===== config.mk =====
export PLATFORM = sky130hd
export DESIGN_NAME = sparse_polynomial_adder_core
export DESIGN_NICKNAME = d
export VERILOG_FILES = /design/src/rtl/spa_pkg.sv /design/src/rtl/sparse_polynomial_adder_core.sv /design/src/rtl/spa_alu.sv /design/src/rtl/spa_term_mem.sv
export SDC_FILE = /design/constraint.sdc
export NUM_CORES = 2
export LEC_CHECK = 0
export BUFFER_PORTS_ARGS = -buffer_cell sky130_fd_sc_hd__buf_2
export CAP_MARGIN = 0
export CELL_PAD_IN_SITES_DETAIL_PLACEMENT = 2
export CELL_PAD_IN_SITES_GLOBAL_PLACEMENT = 2
export CORE_ASPECT_RATIO = 0.7
export CORE_MARGIN = 5
export CORE_UTILIZATION = 39
export CTS_CLUSTER_DIAMETER = 100
export DETAILED_ROUTE_END_ITERATION = 7
export PLACE_DENSITY = 0.7
export SYNTH_ARGS = -nofsm -noshare
export SYNTH_HDL_FRONTEND = slang
export SYNTH_SLANG_ARGS = --single-unit

===== constraint.sdc =====
create_clock -name clock -period 8.1 [get_ports clock]
set_input_delay 1.62 -clock clock [delete_from_list [all_inputs] [get_ports clock]]
set_output_delay 1.62 -clock clock [all_outputs]
set_load 0.03 [all_outputs]

===== src/rtl/spa_pkg.sv =====
// Package with beat types, codes and defaults for the sparse polynomial adder.
package spa_pkg;

   // Defaults for the top-level parameters.
   localparam int MAX_TERMS_DEF  = 32;
   localparam int COEFF_BITS_DEF = 32;

   // Fixed field widths of the beats.
   localparam int EXP_BITS      = 16;
   localparam int OUT_COEFF_BITS = 32;

   // Request codes.
   localparam logic REQ_LOAD = 1'b0;
   localparam logic REQ_ADD  = 1'b1;

   // Store selector codes.
   localparam logic POLY_FIRST  = 1'b0;
   localparam logic POLY_SECOND = 1'b1;

   // Request beat.
   typedef struct packed {
      logic                        req_type;
      logic                        which_poly;
      logic signed [31:0]          term_coeff;
      logic [EXP_BITS-1:0]         term_exponent;
   } req_beat_type;

   // Result beat.
   typedef struct packed {
      logic signed [OUT_COEFF_BITS-1:0] out_coeff;
      logic [EXP_BITS-1:0]              out_exponent;
      logic                             last_term;
      logic                             result_empty;
      logic                             overflowed;
   } rsp_beat_type;

   // Status flags from the shared arithmetic unit.
   typedef struct packed {
      logic gt;     // exponent a above exponent b
      logic eq;     // exponents equal
      logic zero;   // coefficient sum is zero
   } alu_flags_type;

endpackage


===== src/rtl/sparse_polynomial_adder_core.sv =====
// Top level of the sparse polynomial adder: sequencer, term stores and result register.
//
//   Channel | Ports                        | Direction | Beat
//   req     | req_valid req_ready req_data | in        | load one term, or add both stores
//   rsp     | rsp_valid rsp_ready rsp_data | out       | one result term, or the empty marker
//
// An inserting load runs a linear search that reads one entry per cycle, then the tail moves
// up one entry per cycle; a load that combines or is dropped ends where the search stops.
// An add merges the store heads in descending exponent order, adding a pair of equal
// exponents into one term and dropping a zero sum; a full result register can hold the
// merge back.
// Reset clears counts, overflow flag and handshakes, not the stores; req_ready is high in idle.
module sparse_polynomial_adder_core #(
   parameter int MAX_TERMS  = spa_pkg::MAX_TERMS_DEF,
   parameter int COEFF_BITS = spa_pkg::COEFF_BITS_DEF
) (
   input  logic                  clock,
   input  logic                  reset,
   input  logic                  req_valid,
   output logic                  req_ready,
   input  spa_pkg::req_beat_type req_data,
   output logic                  rsp_valid,
   input  logic                  rsp_ready,
   output spa_pkg::rsp_beat_type rsp_data
);

   localparam int AW = $clog2(MAX_TERMS);
   localparam int CW = $clog2(MAX_TERMS + 1);
   localparam int EW = spa_pkg::EXP_BITS;
   localparam int TW = COEFF_BITS + EW;
   localparam int OW = spa_pkg::OUT_COEFF_BITS;

   localparam logic [CW-1:0] FULL_COUNT = CW'(MAX_TERMS);

   // Sequencer states.
   localparam logic [2:0] ST_IDLE   = 3'd0;
   localparam logic [2:0] ST_SEARCH = 3'd1;
   localparam logic [2:0] ST_SHIFT  = 3'd2;
   localparam logic [2:0] ST_MERGE  = 3'd3;
   localparam logic [2:0] ST_FINISH = 3'd4;

   logic [2:0]            state_ff, state_in;
   logic                  sel_ff, sel_in;
   logic [COEFF_BITS-1:0] coeff_ff, coeff_in;
   logic [EW-1:0]         expo_ff, expo_in;
   logic [CW-1:0]         idx_ff, idx_in;
   logic [AW-1:0]         sh_ff, sh_in;
   logic [CW-1:0]         cnt1_ff, cnt1_in;
   logic [CW-1:0]         cnt2_ff, cnt2_in;
   logic                  ovf_ff, ovf_in;
   logic [CW-1:0]         i_ff, i_in;
   logic [CW-1:0]         j_ff, j_in;
   logic                  pend_v_ff, pend_v_in;
   logic [COEFF_BITS-1:0] pend_coeff_ff, pend_coeff_in;
   logic [EW-1:0]         pend_expo_ff, pend_expo_in;
   logic                  rsp_valid_ff, rsp_valid_in;
   spa_pkg::rsp_beat_type rsp_ff, rsp_in;

   // Memory ports.
   logic                  wr1_en, wr2_en, wr_en;
   logic [AW-1:0]         wr_addr;
   logic [TW-1:0]         wr_data;
   logic [AW-1:0]         rd1_addr, rd2_addr, rd_addr_load;
   logic [TW-1:0]         rd1_data, rd2_data;

   // Split read data.
   logic [COEFF_BITS-1:0] rd1_coeff, rd2_coeff, rds_coeff;
   logic [EW-1:0]         rd1_expo, rd2_expo, rds_expo;
   logic [CW-1:0]         sel_count;

   // Shared unit ports.
   logic [COEFF_BITS-1:0] alu_a_coeff, alu_b_coeff, alu_sum;
   logic [EW-1:0]         alu_a_expo, alu_b_expo;
   spa_pkg::alu_flags_type alu_flags;

   // Merge decision.
   logic                  has1, has2, prod, take1, take2, stall, rsp_free;
   logic [COEFF_BITS-1:0] prod_coeff;
   logic [EW-1:0]         prod_expo;

   assign rd1_coeff = rd1_data[TW-1:EW];
   assign rd1_expo  = rd1_data[EW-1:0];
   assign rd2_coeff = rd2_data[TW-1:EW];
   assign rd2_expo  = rd2_data[EW-1:0];
   assign rds_coeff = (sel_ff == spa_pkg::POLY_SECOND) ? rd2_coeff : rd1_coeff;
   assign rds_expo  = (sel_ff == spa_pkg::POLY_SECOND) ? rd2_expo  : rd1_expo;
   assign sel_count = (sel_ff == spa_pkg::POLY_SECOND) ? cnt2_ff   : cnt1_ff;

   // The shared unit compares two store heads during a merge, else a stored entry
   // against the term being loaded.
   always_comb begin
      if (state_ff == ST_MERGE) begin
         alu_a_coeff = rd1_coeff;
         alu_a_expo  = rd1_expo;
         alu_b_coeff = rd2_coeff;
         alu_b_expo  = rd2_expo;
      end else begin
         alu_a_coeff = rds_coeff;
         alu_a_expo  = rds_expo;
         alu_b_coeff = coeff_ff;
         alu_b_expo  = expo_ff;
      end
   end

   spa_alu #(
      .COEFF_BITS (COEFF_BITS)
   ) u_spa_alu (
      .a_coeff (alu_a_coeff),
      .a_expo  (alu_a_expo),
      .b_coeff (alu_b_coeff),
      .b_expo  (alu_b_expo),
      .sum     (alu_sum),
      .flags   (alu_flags)
   );

   // Merge step: which store heads are retired and what term comes out.
   always_comb begin
      has1       = (i_ff < cnt1_ff);
      has2       = (j_ff < cnt2_ff);
      take1      = 1'b0;
      take2      = 1'b0;
      prod       = 1'b0;
      prod_coeff = rd1_coeff;
      prod_expo  = rd1_expo;
      if (has1 && has2 && alu_flags.eq) begin
         take1      = 1'b1;
         take2      = 1'b1;
         prod       = !alu_flags.zero;
         prod_coeff = alu_sum;
      end else if (has1 && (!has2 || alu_flags.gt)) begin
         take1 = 1'b1;
         prod  = 1'b1;
      end else if (has2) begin
         take2      = 1'b1;
         prod       = 1'b1;
         prod_coeff = rd2_coeff;
         prod_expo  = rd2_expo;
      end
   end

   assign rsp_free = !rsp_valid_ff || rsp_ready;
   assign stall    = prod && pend_v_ff && !rsp_free;

   // Sequencer next-state logic.
   always_comb begin
      state_in      = state_ff;
      sel_in        = sel_ff;
      coeff_in      = coeff_ff;
      expo_in       = expo_ff;
      idx_in        = idx_ff;
      sh_in         = sh_ff;
      cnt1_in       = cnt1_ff;
      cnt2_in       = cnt2_ff;
      ovf_in        = ovf_ff;
      i_in          = i_ff;
      j_in          = j_ff;
      pend_v_in     = pend_v_ff;
      pend_coeff_in = pend_coeff_ff;
      pend_expo_in  = pend_expo_ff;
      rsp_valid_in  = rsp_valid_ff && !rsp_ready;
      rsp_in        = rsp_ff;
      wr_en         = 1'b0;
      wr_addr       = idx_ff[AW-1:0];
      wr_data       = {coeff_ff, expo_ff};

      unique case (state_ff)
         ST_IDLE: begin
            if (req_valid) begin
               sel_in   = req_data.which_poly;
               coeff_in = req_data.term_coeff[COEFF_BITS-1:0];
               expo_in  = req_data.term_exponent;
               idx_in   = '0;
               i_in     = '0;
               j_in     = '0;
               if (req_data.req_type == spa_pkg::REQ_ADD) begin
                  pend_v_in = 1'b0;
                  state_in  = ST_MERGE;
               end else begin
                  state_in = ST_SEARCH;
               end
            end
         end

         // Walk the store from the top until an exponent not above the new one.
         ST_SEARCH: begin
            if ((idx_ff < sel_count) && alu_flags.gt) begin
               idx_in = CW'(idx_ff + 1'b1);
            end else if ((idx_ff < sel_count) && alu_flags.eq) begin
               wr_en    = 1'b1;
               wr_data  = {alu_sum, rds_expo};
               state_in = ST_IDLE;
            end else if (sel_count == FULL_COUNT) begin
               ovf_in   = 1'b1;
               state_in = ST_IDLE;
            end else begin
               sh_in    = sel_count[AW-1:0];
               state_in = ST_SHIFT;
            end
         end

         // Move the tail up one entry per cycle, then drop the new term in the gap.
         ST_SHIFT: begin
            wr_en = 1'b1;
            if (CW'(sh_ff) == idx_ff) begin
               wr_addr  = sh_ff;
               wr_data  = {coeff_ff, expo_ff};
               state_in = ST_IDLE;
               if (sel_ff == spa_pkg::POLY_SECOND) begin
                  cnt2_in = CW'(cnt2_ff + 1'b1);
               end else begin
                  cnt1_in = CW'(cnt1_ff + 1'b1);
               end
            end else begin
               wr_addr = sh_ff;
               wr_data = {rds_coeff, rds_expo};
               sh_in   = AW'(sh_ff - 1'b1);
            end
         end

         // One term per cycle unless stalled; the newest is held back to mark the last.
         ST_MERGE: begin
            if (!has1 && !has2) begin
               state_in = ST_FINISH;
            end else if (!stall) begin
               if (take1) begin
                  i_in = CW'(i_ff + 1'b1);
               end
               if (take2) begin
                  j_in = CW'(j_ff + 1'b1);
               end
               if (prod) begin
                  if (pend_v_ff) begin
                     rsp_valid_in        = 1'b1;
                     rsp_in.out_coeff    = OW'($signed(pend_coeff_ff));
                     rsp_in.out_exponent = pend_expo_ff;
                     rsp_in.last_term    = 1'b0;
                     rsp_in.result_empty = 1'b0;
                     rsp_in.overflowed   = ovf_ff;
                  end
                  pend_v_in     = 1'b1;
                  pend_coeff_in = prod_coeff;
                  pend_expo_in  = prod_expo;
               end
            end
         end

         // Emit the held term as the last one, or the empty marker, and clear the stores.
         ST_FINISH: begin
            if (rsp_free) begin
               rsp_valid_in        = 1'b1;
               rsp_in.last_term    = 1'b1;
               rsp_in.overflowed   = ovf_ff;
               rsp_in.result_empty = !pend_v_ff;
               if (pend_v_ff) begin
                  rsp_in.out_coeff    = OW'($signed(pend_coeff_ff));
                  rsp_in.out_exponent = pend_expo_ff;
               end else begin
                  rsp_in.out_coeff    = '0;
                  rsp_in.out_exponent = '0;
               end
               pend_v_in = 1'b0;
               cnt1_in   = '0;
               cnt2_in   = '0;
               state_in  = ST_IDLE;
            end
         end

         default: begin
            state_in = ST_IDLE;
         end
      endcase
   end

   // Read addresses follow the next index so the registered data lines up with it.
   always_comb begin
      if (state_in == ST_SHIFT) begin
         rd_addr_load = AW'(sh_in - 1'b1);
      end else begin
         rd_addr_load = idx_in[AW-1:0];
      end
      if (state_in == ST_MERGE) begin
         rd1_addr = i_in[AW-1:0];
         rd2_addr = j_in[AW-1:0];
      end else begin
         rd1_addr = rd_addr_load;
         rd2_addr = rd_addr_load;
      end
   end

   assign wr1_en = wr_en && (sel_ff == spa_pkg::POLY_FIRST);
   assign wr2_en = wr_en && (sel_ff == spa_pkg::POLY_SECOND);

   spa_term_mem #(
      .DEPTH (MAX_TERMS),
      .WIDTH (TW)
   ) u_first_terms (
      .clock   (clock),
      .wr_en   (wr1_en),
      .wr_addr (wr_addr),
      .wr_data (wr_data),
      .rd_addr (rd1_addr),
      .rd_data (rd1_data)
   );

   spa_term_mem #(
      .DEPTH (MAX_TERMS),
      .WIDTH (TW)
   ) u_second_terms (
      .clock   (clock),
      .wr_en   (wr2_en),
      .wr_addr (wr_addr),
      .wr_data (wr_data),
      .rd_addr (rd2_addr),
      .rd_data (rd2_data)
   );

   // Control registers.
   always_ff @(posedge clock) begin
      if (reset) begin
         state_ff     <= ST_IDLE;
         cnt1_ff      <= '0;
         cnt2_ff      <= '0;
         ovf_ff       <= 1'b0;
         pend_v_ff    <= 1'b0;
         rsp_valid_ff <= 1'b0;
      end else begin
         state_ff     <= state_in;
         cnt1_ff      <= cnt1_in;
         cnt2_ff      <= cnt2_in;
         ovf_ff       <= ovf_in;
         pend_v_ff    <= pend_v_in;
         rsp_valid_ff <= rsp_valid_in;
      end
   end

   // Payload and index registers.
   always_ff @(posedge clock) begin
      sel_ff        <= sel_in;
      coeff_ff      <= coeff_in;
      expo_ff       <= expo_in;
      idx_ff        <= idx_in;
      sh_ff         <= sh_in;
      i_ff          <= i_in;
      j_ff          <= j_in;
      pend_coeff_ff <= pend_coeff_in;
      pend_expo_ff  <= pend_expo_in;
      rsp_ff        <= rsp_in;
   end

   assign req_ready = (state_ff == ST_IDLE);
   assign rsp_valid = rsp_valid_ff;
   assign rsp_data  = rsp_ff;

endmodule


===== src/rtl/spa_alu.sv =====
// Shared arithmetic unit: coefficient add with wrap and exponent compare.
module spa_alu #(
   parameter int COEFF_BITS = spa_pkg::COEFF_BITS_DEF
) (
   input  logic [COEFF_BITS-1:0]        a_coeff,
   input  logic [spa_pkg::EXP_BITS-1:0] a_expo,
   input  logic [COEFF_BITS-1:0]        b_coeff,
   input  logic [spa_pkg::EXP_BITS-1:0] b_expo,
   output logic [COEFF_BITS-1:0]        sum,
   output spa_pkg::alu_flags_type       flags
);

   // The sum wraps in the coefficient width.
   assign sum = a_coeff + b_coeff;

   // Exponent ordering and zero detect for the sequencer.
   always_comb begin
      flags.gt   = (a_expo > b_expo);
      flags.eq   = (a_expo == b_expo);
      flags.zero = (sum == '0);
   end

endmodule


===== src/rtl/spa_term_mem.sv =====
// Term store memory: one write port and one registered read port.
module spa_term_mem #(
   parameter int DEPTH = spa_pkg::MAX_TERMS_DEF,
   parameter int WIDTH = spa_pkg::COEFF_BITS_DEF + spa_pkg::EXP_BITS
) (
   input  logic                     clock,
   input  logic                     wr_en,
   input  logic [$clog2(DEPTH)-1:0] wr_addr,
   input  logic [WIDTH-1:0]         wr_data,
   input  logic [$clog2(DEPTH)-1:0] rd_addr,
   output logic [WIDTH-1:0]         rd_data
);

   logic [WIDTH-1:0] mem [DEPTH];
   logic [WIDTH-1:0] rd_data_ff;

   // Write port.
   always_ff @(posedge clock) begin
      if (wr_en) begin
         mem[wr_addr] <= wr_data;
      end
   end

   // Registered read port; a read at the address being written sees the old entry.
   always_ff @(posedge clock) begin
      rd_data_ff <= mem[rd_addr];
   end

   assign rd_data = rd_data_ff;

endmodule


**Yosys cells after proc, flatten, opt, wreduce, memory -nomap -nowiden**

Memory sizes are Yosys's and may differ from the RTL's. A register that Yosys moved wholly into a read port is not among the register bits.
Cells that the tools add are included.
Widths: inputs -> output; s select.

- Register bits: 189
- Latch bits: 0
- Memory bits (writable): 3072
- ROM bits: 0
- Input port bits: 54
- Output and inout port bits: 53
- Word-level logic and storage cells: 190
- Memories kept: 2

Memory list:

| name | words | width | read ports | clocked after Yosys merged registers in | write ports | line | RTL |
|---|---|---|---|---|---|---|---|
| u_first_terms.mem | 32 | 48 | 1 | 1 | 1 | spa_term_mem.sv:14 | `logic [WIDTH-1:0] mem [DEPTH];` |
| u_second_terms.mem | 32 | 48 | 1 | 1 | 1 | spa_term_mem.sv:14 |  |

- Add/subtract/negate cells: 8
- Multipliers: 0
- Div/mod/pow operators: 0
- Order comparisons: 4
- Equal/unequal tests: 22
- Shifts and indexed selects: 0
- Muxes and demuxes: 89
- Bitwise gates (word level): 5
- Reduce and logical (&&, ||, !) cells: 37

Operator list:

| cell | number |
|---|---|
| $mux 51 | 5 |
| $mux 32 | 6 |
| $mux 48 | 4 |
| $pmux 51 s2 | 1 |
| $mux 16 | 6 |
| $mux 6 | 16 |
| $pmux 48 s2 | 1 |
| $pmux 6 s2 | 5 |
| $mux 5 | 8 |
| $add 32x32->32 | 1 |
| $logic_not 32->1 | 1 |
| $add 6x1->6 const B | 5 |
| $mux 1 | 24 |
| $ne 2x2->1 const B | 12 |
| $lt 6x6->1 | 3 |
| $eq 16x16->1 | 1 |
| $gt 16x16->1 | 1 |
| $reduce_and 4->1 | 4 |
| $mux 3 | 5 |
| $pmux 3 s5 | 1 |
| $eq 3x2->1 const B | 4 |
| $logic_and 1x1->1 | 11 |
| $pmux 5 s2 | 1 |
| $reduce_and 5->1 | 2 |
| 19 further kinds | 37 |

**Logic depth before layout (Yosys ltp)**

- Word-level depth: 13
- Gate-level depth with buffers: 29
- Gate-level depth less buffers: 22

**Cells and area by module**

From an unflattened synthesis, not the netlist that was laid out.

- Cell total of the unflattened synthesis: 8118
- Area total of the unflattened synthesis: 134546.5 um2

Modules (own cells, without submodules):

| module | instances | cells each | area an instance (um2) | sequential area each (um2) |
|---|---|---|---|---|
| spa_term_mem | 2 | 3364 | 60724.5 | 47085.2 |
| sparse_polynomial_adder_core | 1 | 1075 | 10859.2 | 5295.1 |
| spa_alu | 1 | 315 | 2238.4 | 0.0 |

**Worst setup path after synthesis**

No wires, ideal clock.

- Kind: register to register
- From: register state_ff[2]
- To: register pend_coeff_ff[0] (enable)
- Setup time: 0.513 ns
- Arrival: 7.316 ns
- Required time: 7.587 ns
- Path slack: 0.271 ns
- Stages on the path, launching flop included: 20
- Buffers on the path: 4
- Clock period less this slack: 7.829 ns
- Cell sequence: dfxtp_1 clkbuf_1 nand3b_1 clkbuf_1 nand2_1 clkbuf_1 clkbuf_1 mux2_2 ha_1 inv_1 fa_1 nor2b_1 o31a_1 o21ai_1 a211oi_1 mux2i_1 or3b_2 nand4b_1 nor4_4 nor3_1

- Longest elaborated chain between the ends: 11
- Elaborated cells between the ends (all ways): 19
- Those cells by class: 1 x add/sub; 1 x order compare; 2 x eq/ne; 6 x mux; 1 x bitwise; 8 x reduce/logical

RTL lines:

| what | line | RTL |
|---|---|---|
| from (decl) | sparse_polynomial_adder_core.sv:42 | `logic [2:0] state_ff, state_in;` |
| from (signal assigned) | sparse_polynomial_adder_core.sv:327 | `state_ff <= state_in;` |
| $eq 3x2->1 (*) | sparse_polynomial_adder_core.sv:92, sparse_polynomial_adder_core.sv:166 |  |
| parallel branches: the longest is 9 deep, another holds $add 32x32->32 | -- |  |
| $reduce_and 4->1 (no line) (*) | -- |  |
| to (signal assigned) | sparse_polynomial_adder_core.sv:345 | `pend_coeff_ff <= pend_coeff_in;` |
| to (decl) | sparse_polynomial_adder_core.sv:54 | `logic [COEFF_BITS-1:0] pend_coeff_ff, pend_coeff_in;` |

Mark *: on every way between the ends.
A chain may end at the register's enable or synchronous reset.

**Final worst setup path**

- From: register state_ff[1]
- To: register u_first_terms.rd_data_ff[38] (netlist: u_first_terms.rd_data[38]), read port of u_first_terms.mem

- Longest elaborated chain between the ends: 13
- Elaborated cells between the ends (all ways): 46
- Those cells by class: 2 x add/sub; 1 x order compare; 7 x eq/ne; 26 x mux; 10 x reduce/logical

RTL lines:

| what | line | RTL |
|---|---|---|
| parallel branches: the longest is 12 deep, another holds $add 32x32->32 | -- |  |
| $mux 5 (*) | sparse_polynomial_adder_core.sv:281 | `if (state_in == ST_MERGE) begin` |
| to (decl) | spa_term_mem.sv:15 | `logic [WIDTH-1:0] rd_data_ff;` |

Mark *: on every way between the ends. The select of a mux whose other input is x is not followed.

==> results.md <==
* Status: completed
* Per-cell routed wire length at a little under 40 µm
* Layout area overhead at 15.5%
* Routed via count at 92300
* Row count at 182
* Syn nets at 9244
* Synth top area share at 70.7%
* First-pass GRT wire length at 780 mm
* CTS hold repair buffers at 0
* Buffers on Ports at 106
* Top_reg_cell synth: edfxtp_1
* Flop pwr share at 34.7%
* Pin count of the biggest net entering global routing at 143
* Pwr/cell area at 412 mW/mm²
* Final hold vios at 0
* Critical path capture point type: flop
* Synth Register Bits at 3357
* Clk slew on worst S/H paths at 0.06 ns
* Placement Cell Area at 0.148 mm²
* Top post-synthesis cells by area: edfxtp_1 (71%), mux2i_1 (8.7%), nand2_1 (4.0%)
* Antenna Violating Nets Remaining at 0
* Total Power at between 60 and 70 mW
* Crit path launch type: flop
* RSZ-0062 raised after global routing: no
* EDFF count, synth at 3223
* Min cycle time layout at 7.95 ns
* R2r setup slk at 0.15 ns
* Initial antenna violation count at 32
* Clock root buffer: clkbuf_16
* Most frequent cells in the layout: edfxtp_1 (3223), nand2_1 (1454), mux2i_1 (1187)
* Worst EP required at 8.93 ns
* Die area at 0.363 mm²
* Syn Inst Count at 9120
* Num CTS Buffers at 331
* Comb pwr share at 41.5%
* H-tree depth at 5
* Slew Limit Fails at 0
* Initial Util at 39.1%
* Die H at 506 µm
* Max VDD drop at 0.388 mV
* DP Wirelength at about 340 mm
* Routed vias/inst at 6.39
* Ratio of cells with drive above 1 in the final layout at 14.1%
* Max Cap Viol at 0
* Synth warn at 0
* Total GRT Usage at a little under a third
* Post-synthesis instance area at 0.137 mm²
* Final Util at 45.1%
* Grt ovf at 0
* Worst Path Arrival at 8.78 ns
* Synthesized area per cell at 15.0 µm²
* Switch share at 41.4%
* Total wire length at 563 mm
* Worst slew pin tran at 1.39 ns
* Setup TNS at 0 ns
* CTS tree: built
* Distinct cells, synth at 86
* Die Span X at 718 µm
* Commonest non-fill, non-tap cell in the layout: edfxtp_1
* Num ports at 107
* Clk sinks at 3357
* Largest area contributor in the netlist: edfxtp_1
* Total core area at about 0.35 mm²
* Worst Hold Class: flop to flop
* Max frequency at approximately 130 MHz
* Post-synthesis async set-or-reset flop share at 0%
* Clock Path Buffers at 4
* Leak at 52.7 nW
* Final Wtd Congestion at 0.889
* Nets at 9604
* CP max FO at 26
* DRC at 0
* Internal power at 38.2 mW
* Setup Skew at 0.0657 ns
* Final Cell Area at 0.158 mm²
* Clock Latency Late Sink at approximately 0.95 ns
* Rel. slew slack at 7.44%
* Final setup violation count at 0
* Clock power frac at 23.8%
* Vias in the first global route at 96500
* Register area share after synthesis at slightly above 70%
* Initial detailed-routing violation count at 13500
* Tcrit/Tclk final at approximately 98%
* NetSw at 27.0 mW
* Drt pass-1 iters at 6
* CP Class: flop to flop
[state kept, by name (all words and copies together) (netlist names), 16 cells and up]
name,count
u_first_terms.rd_data,48
expo_ff,16
coeff_ff,32
u_first_terms.mem,1536
pend_expo_ff,16
pend_coeff_ff,32
rsp_data,51
u_second_terms.mem,1536
u_second_terms.rd_data,48
[cells in the mapped netlist (13+ instances only)]
library cell  instances
edfxtp_1           3223
nand2_1            1461
mux2i_1            1187
clkbuf_1            314
a21oi_1             313
nand3_1             273
a211oi_1            246
o22ai_1             199
nand4_1             165
buf_2               161
o311a_1             142
nor2_1              141
o21ai_0             137
dfxtp_1             134
o221ai_1             77
ha_1                 69
mux2_2               62
a31oi_1              56
nor4_1               56
nor2b_1              54
o31ai_1              54
a32oi_1              52
a311oi_1             50
nor4_2               48
buf_6                47
buf_1                46
inv_1                40
nor3_1               28
buf_4                24
xor2_1               23
a21o_1               21
or3_1                18
o21a_1               16
o211ai_1             13
[cell families after synthesis]
family,synth area share [%]
DFF,72.6
and+or+nand+nor,7.66
AOI/OAI and AO/OA,7.40
muxes,9.18
buffers and inverters,2.28
adders and majority gates,0.645
xor gates and xnor gates,0.224
[final cells by class]
cell class              count  area (µm²)
multi-input cells        5122       36000
well taps                4692        5870
diodes                      7        17.5
flip-flops and latches   3357       99500
repair buffers            628        6290
fillers                 33100      192000
clock buffers             445        9090
clock inverters           155        1280
inverters                  40         150
[repair_timing]
action	4_1_cts	5_1_grt
gates resized for setup	4	10
buffers inserted	4	5
endpoints found under the setup margin	53	84
pin swaps	1	2
[final timing paths]
check / cells past startpoint / endpoint / start
hold reg to reg: 0 / rsp_data[0] / ovf_ff
hold / removal: 0 / rsp_data[0] / ovf_ff
setup / recovery: 21 / u_first_terms.rd_data[38] / state_ff[1]
setup reg to reg: 21 / u_first_terms.rd_data[38] / state_ff[1]
[power by group through the flow]
stage          logic (mW)  registers, mW  clock network, mW
4_1_cts              26.4           22.5               15.7
2_1_floorplan        14.7           22.1                  0
3_5_place_dp         26.0           22.8                  0
3_3_place_gp         24.8           22.8                  0
5_1_grt              28.0           22.5               16.5
6_report             27.0           22.6               15.5
[routing by layer]
| layer | part of all wire [%] | global-route usage (%) | routed length, µm |
|---|---|---|---|
| met1 | 42 | 43.9 | 237000 |
| met2 | 43 | 44.6 | 244000 |
| met3 | 11 | 6.50 | 60000 |
| met4 | 3.8 | 10.1 | 21300 |
| met5 | 0.0064 | 0 | 36 |
[per-stage QoR]
step	std cells	hold slack [ns]	worst slack, ns
detailed placement	13800	0.446	-0.232
floorplan	9120	0.409	0.271
global placement	13800	0.439	0.0819
CTS	14400	0.473	0.0778
global route	14400	0.484	0.0944
finish	14400	0.460	0.150
[worst max-delay path: stages (launching register included)]
cell and delay, ns:
dfxtp_1 0.48, nand3b_1 0.21, nand2_2 0.34, buf_12 0.22, mux2_2 0.35, ha_1 0.43, a21o_1 0.28, a31oi_1 0.40
o21a_1 0.30, a21oi_2 0.14, or3_1 0.38, a221oi_2 0.54, o2111ai_1 0.24, buf_4 0.22, or4_4 0.58, buf_4 0.21
a21oi_1 0.37, a311oi_4 0.19, nor2_4 0.74, buf_4 0.69, o221ai_1 0.29, nand4_1 0.17
No activity file was read; power rests on OpenSTA's default activity.
